--- config.mk ---
export PLATFORM = sky130hd
export DESIGN_NAME = vtd_cell
export DESIGN_NICKNAME = d
export VERILOG_FILES = /design/src/rtl/vtd_pkg.sv /design/src/rtl/vtd_cell.sv
export SDC_FILE = /design/constraint.sdc
export NUM_CORES = 1
export LEC_CHECK = 0
export ABC_AREA = 1
export BUFFER_PORTS_ARGS = -buffer_cell sky130_fd_sc_hd__clkbuf_2
export CAP_MARGIN = 20
export CORE_ASPECT_RATIO = 0.9
export CORE_MARGIN = 2
export CORE_UTILIZATION = 30
export DETAILED_ROUTE_END_ITERATION = 10
export GPL_ROUTABILITY_DRIVEN = 0
export REMOVE_ABC_BUFFERS = 1
export SKIP_CTS_REPAIR_TIMING = 1
export SLEW_MARGIN = 20
export SYNTH_ARGS = -nofsm -noshare
export SYNTH_HDL_FRONTEND = slang
export SYNTH_SLANG_ARGS = --single-unit
--- constraint.sdc ---
create_clock -name clk_i -period 6.8 [get_ports clk_i]
set_input_delay 0.68 -clock clk_i [delete_from_list [all_inputs] [get_ports clk_i]]
set_output_delay 0.68 -clock clk_i [all_outputs]
set_load 0.01 [all_outputs]
--- src/rtl/vtd_pkg.sv ---
`default_nettype none

package vtd_pkg;

  localparam int unsigned TABLE_DEPTH = 256;
  localparam int unsigned INDEX_BITS  = 16;

  // widths fixed by the request and result fields
  localparam int unsigned IDX_PORT_W = 16;
  localparam int unsigned SLOT_OUT_W = 8;

  // only the low INDEX_BITS of each index take part in the match
  localparam int unsigned CMP_BITS = (INDEX_BITS < IDX_PORT_W) ? INDEX_BITS : IDX_PORT_W;

  typedef logic [CMP_BITS-1:0] cmp_idx_t;

  typedef struct packed {
    cmp_idx_t pos;
    cmp_idx_t tex;
    cmp_idx_t nrm;
  } triple_t;

  // request travelling along the cell chain
  typedef struct packed {
    logic                  valid;
    logic                  start;
    triple_t               key;
    logic                  done;
    logic                  is_new;
    logic [SLOT_OUT_W-1:0] slot;
  } token_t;

endpackage

`default_nettype wire

--- src/rtl/vtd_cell.sv ---
`default_nettype none

module vtd_cell (
  input  wire logic                          clk_i,
  input  wire logic                          rst_ni,
  input  wire logic                          adv_i,
  input  wire logic [vtd_pkg::SLOT_OUT_W-1:0] idx_i,
  input  wire vtd_pkg::token_t               tok_i,
  output vtd_pkg::token_t                    tok_o
);
  import vtd_pkg::*;

  logic    ent_valid_q, ent_valid_d;
  triple_t entry_q;
  token_t  tok_q, tok_d;
  logic    clear, live, hit, claim;

  always_comb begin
    clear = tok_i.valid && tok_i.start;
    // a start request empties this cell before it looks at it
    live  = ent_valid_q && !clear;
    hit   = tok_i.valid && !tok_i.done && live && (entry_q == tok_i.key);
    // entries fill in order, so the first empty cell is the next free slot
    claim = tok_i.valid && !tok_i.done && !live;

    ent_valid_d = live || claim;

    tok_d = tok_i;
    if (hit) begin
      tok_d.done   = 1'b1;
      tok_d.is_new = 1'b0;
      tok_d.slot   = idx_i;
    end else if (claim) begin
      tok_d.done   = 1'b1;
      tok_d.is_new = 1'b1;
      tok_d.slot   = idx_i;
    end
  end

  always_ff @(posedge clk_i or negedge rst_ni) begin
    if (!rst_ni) begin
      ent_valid_q <= 1'b0;
      tok_q       <= '0;
    end else if (adv_i) begin
      ent_valid_q <= ent_valid_d;
      tok_q       <= tok_d;
    end
  end

  always_ff @(posedge clk_i) begin
    if (adv_i && claim) begin
      entry_q <= tok_i.key;
    end
  end

  assign tok_o = tok_q;

endmodule

`default_nettype wire

==> out/summary.txt <==
Min-Delay Path Class - in2async
fillers - 1632
share of layout cells above drive strength 1 - 0.230
Max-Cap Viols - 0
Vias/cell - 4.13
Total Neg Setup Slack - 0 ns
synthesized area per cell - 8.66 um^2
Bufs and invs on worst path - 5
outcome - completed
die height - 124 um
period utilization - 0.358
power density cells - 243 nW/um^2
synthesized flop and latch total - 109
Avg WL per Cell - 12.2 um
top sig layer - met4
port bufs - 130
FF+latch area - 2970 um^2
Final Max Slew Viols - 0
Synth area leader - dfrtp_1
Met3 Routed Length - 747 um
# nets final - 753
Rows - 43
critical path class - in2reg
Final Skew - 0.00847 ns
area of the core - 15500 um^2
main combinational cell family by area after synthesis - simple AND/OR/NAND/NOR gates
first-pass GRT wire length - 17.4 mm
Worst-Margin Slew - 0.957 ns
Total Power - 0.00145 W
cts bufs inserted - 9
drc violations - 0
critical path required time - 6.79 ns
drt total wl - 10.8 mm
Synth Instances - 552
final setup fails - 0
Total Routing Usage GR - 0.136
footprint of the multi-input gates - 1440 um^2
I/O pins - 131
crit end category - flip-flop
most instantiated library cell after synthesis - nand2_1
die area - 17000 um^2
Sink Count - 109
Synth Area in Simple Gates - 0.228
RSZ-0062 raised after global routing - no
Post-Syn Area - 4780 um^2
M1 WL - 5.12 mm
Max Freq - 0.411 GHz
cell family with most CP delay - buffers and inverters
die width - 137 um
headroom to the max-slew limit - 0.362
Pre-antenna DRT Iters - 4
Synth cell types - 21
fin crit period - 2.44 ns
Synth Area in Compound Gates - 0.0605
register area share after synthesis - 0.621
synth-to-layout area growth - 24.5%
Peak VDD IR - 0.143 mV
largest cells by area after synthesis - dfrtp_1 (32%), edfxtp_1 (30%), nand2_1 (18%), inv_1 (6.8%), o21ai_0 (4.5%)
Overflow after GRT - 0
Starting Density - 0.309
vias in the first global route - 3495
Synth top area share - 0.319
Post-synth top flop - dfrtp_1
CTS clk-pin slew, worst paths - 0.06 ns
CP Max Fanout - 34
CTS max path bufs - 2
final core utilization - 0.384
Root Buffer Master - clkbuf_16
Antenna Nets Post-Route - 0
antenna violations before repair - 0
Clk Latency, worst-skew pair - 0.35 ns
mux cell area share after synthesis - 0
DP Wirelength - 7.70 mm
XOR/XNOR Fraction of Synth Area - 0.0110
CTS tree - yes
pin count of the biggest net entering global routing - 109
routed wl met2 - 4.83 mm
H-tree levels - 3
Worst EP arrival - 2.43 ns
synth warn - 0
vias after detailed routing - 3668
Startpoint Class - input port
Post-Synth Adder-Cell Area - 0
endpoints failing hold - 0
worst-path cell chain - clkbuf_2 -> inv_2 -> nor2_2 -> inv_1 -> nor2_2 -> inv_1 -> nor2_4 -> buf_4
asr flop ratio synth - 0.560
Post-synth EDFFs - 48
Leakage - 3.10 nW
slowest stage delay, CP - 0.51 ns
CP max-delay cell - buf_4
Antenna diodes - 0
synth cell count leaders - nand2_1 (230), inv_1 (86), dfrtp_1 (61)
Iteration-0 DRC Markers - 151
placed cells by master (no fill, tap or decap), types with 2 or more instances in the layout:
cell type / Yosys / layout
clkinvlp_4: 0 / 2
clkbuf_2: 0 / 129
dfrtp_1: 61 / 61
edfxtp_1: 48 / 48
nand3_1: 2 / 2
clkbuf_16: 0 / 9
a21oi_1: 8 / 8
nand2_1: 230 / 230
buf_4: 0 / 3
inv_1: 86 / 86
clkinv_2: 0 / 3
nand2_4: 2 / 2
o21ai_0: 43 / 43
xnor2_1: 6 / 6
nor2_2: 5 / 5
o22ai_1: 2 / 2
nor2_1: 38 / 37
power by group:
| part | total, W | switching, W | internal, W | leakage (nW) |
|---|---|---|---|---|
| clock | 0.000525 | 0.000239 | 0.000285 | 0.138 |
| sequential | 0.000753 | 0.0000220 | 0.000731 | 1.18 |
| combinational | 0.000171 | 0.000105 | 0.0000664 | 1.79 |
| total | 0.00145 | 0.000366 | 0.00108 | 3.10 |
state kept, by name, summed over array words and instances, names as in the netlist:
| signal | count |
|---|---|
| entry_q | 48 |
| ent_valid_q | 1 |
| tok_o | 60 |
through the flow:
stage / std cells / cell area (um^2) / worst slack [ns] / hold WS (ns)
floorplan: 539 / 4730 / 3.07 / 0.384
global placement: 873 / 5660 / 3.99 / 0.457
detailed placement: 873 / 5660 / 3.93 / 0.462
CTS: 889 / 5950 / 4.31 / 0.466
global route: 889 / 5950 / 4.15 / 0.497
finish: 889 / 5950 / 4.36 / 0.436
logic make-up after synthesis:
kind of cell	Yosys count
DFF	109
and+or+nand+nor	280
buffers and inverters	101
AOI/OAI and AO/OA	56
xor gates and xnor gates	6
worst register-to-register path: cells and delay by family (launching register included):
family | cells | cell delay [ns]
buffers and inverters | 3 | 0.76
flip-flops | 1 | 0.39
AND/OR/NAND/NOR | 3 | 0.82
area by class of cell:
type	count	area share
clock inverter	6	0.0107
clock buffer	10	0.0385
timing repair buffer	132	0.112
sequential	109	0.499
multi-input combinational	342	0.242
inverter	88	0.0557
tap	202	0.0425
final timing paths:
check,depth (start not counted),start,slack [ns],to
max in group asynchronous,1,rst_ni,5.82,tok_o[48]$_DFFE_PN0P_
worst min register to register,2,tok_o[46]$_DFFE_PN0P_,0.47,tok_o[46]$_DFFE_PN0P_
worst max-delay path,8,tok_i[59],4.36,entry_q[24]$_DFFE_PP_
worst min-delay path,1,rst_ni,0.44,tok_o[22]$_DFFE_PN0P_
worst max register to register,6,ent_valid_q$_DFFE_PN0P_,4.46,entry_q[24]$_DFFE_PP_
min in group clk_i,2,tok_o[46]$_DFFE_PN0P_,0.47,tok_o[46]$_DFFE_PN0P_
layer usage:
metal | track usage | vias to the layer above
met5 | 0 | -
met4 | 0.0425 | 0
met3 | 0.0464 | 12
met2 | 0.212 | 92
met1 | 0.180 | 1617
li1 | - | 1947
(Power assumes the default switching activity.)
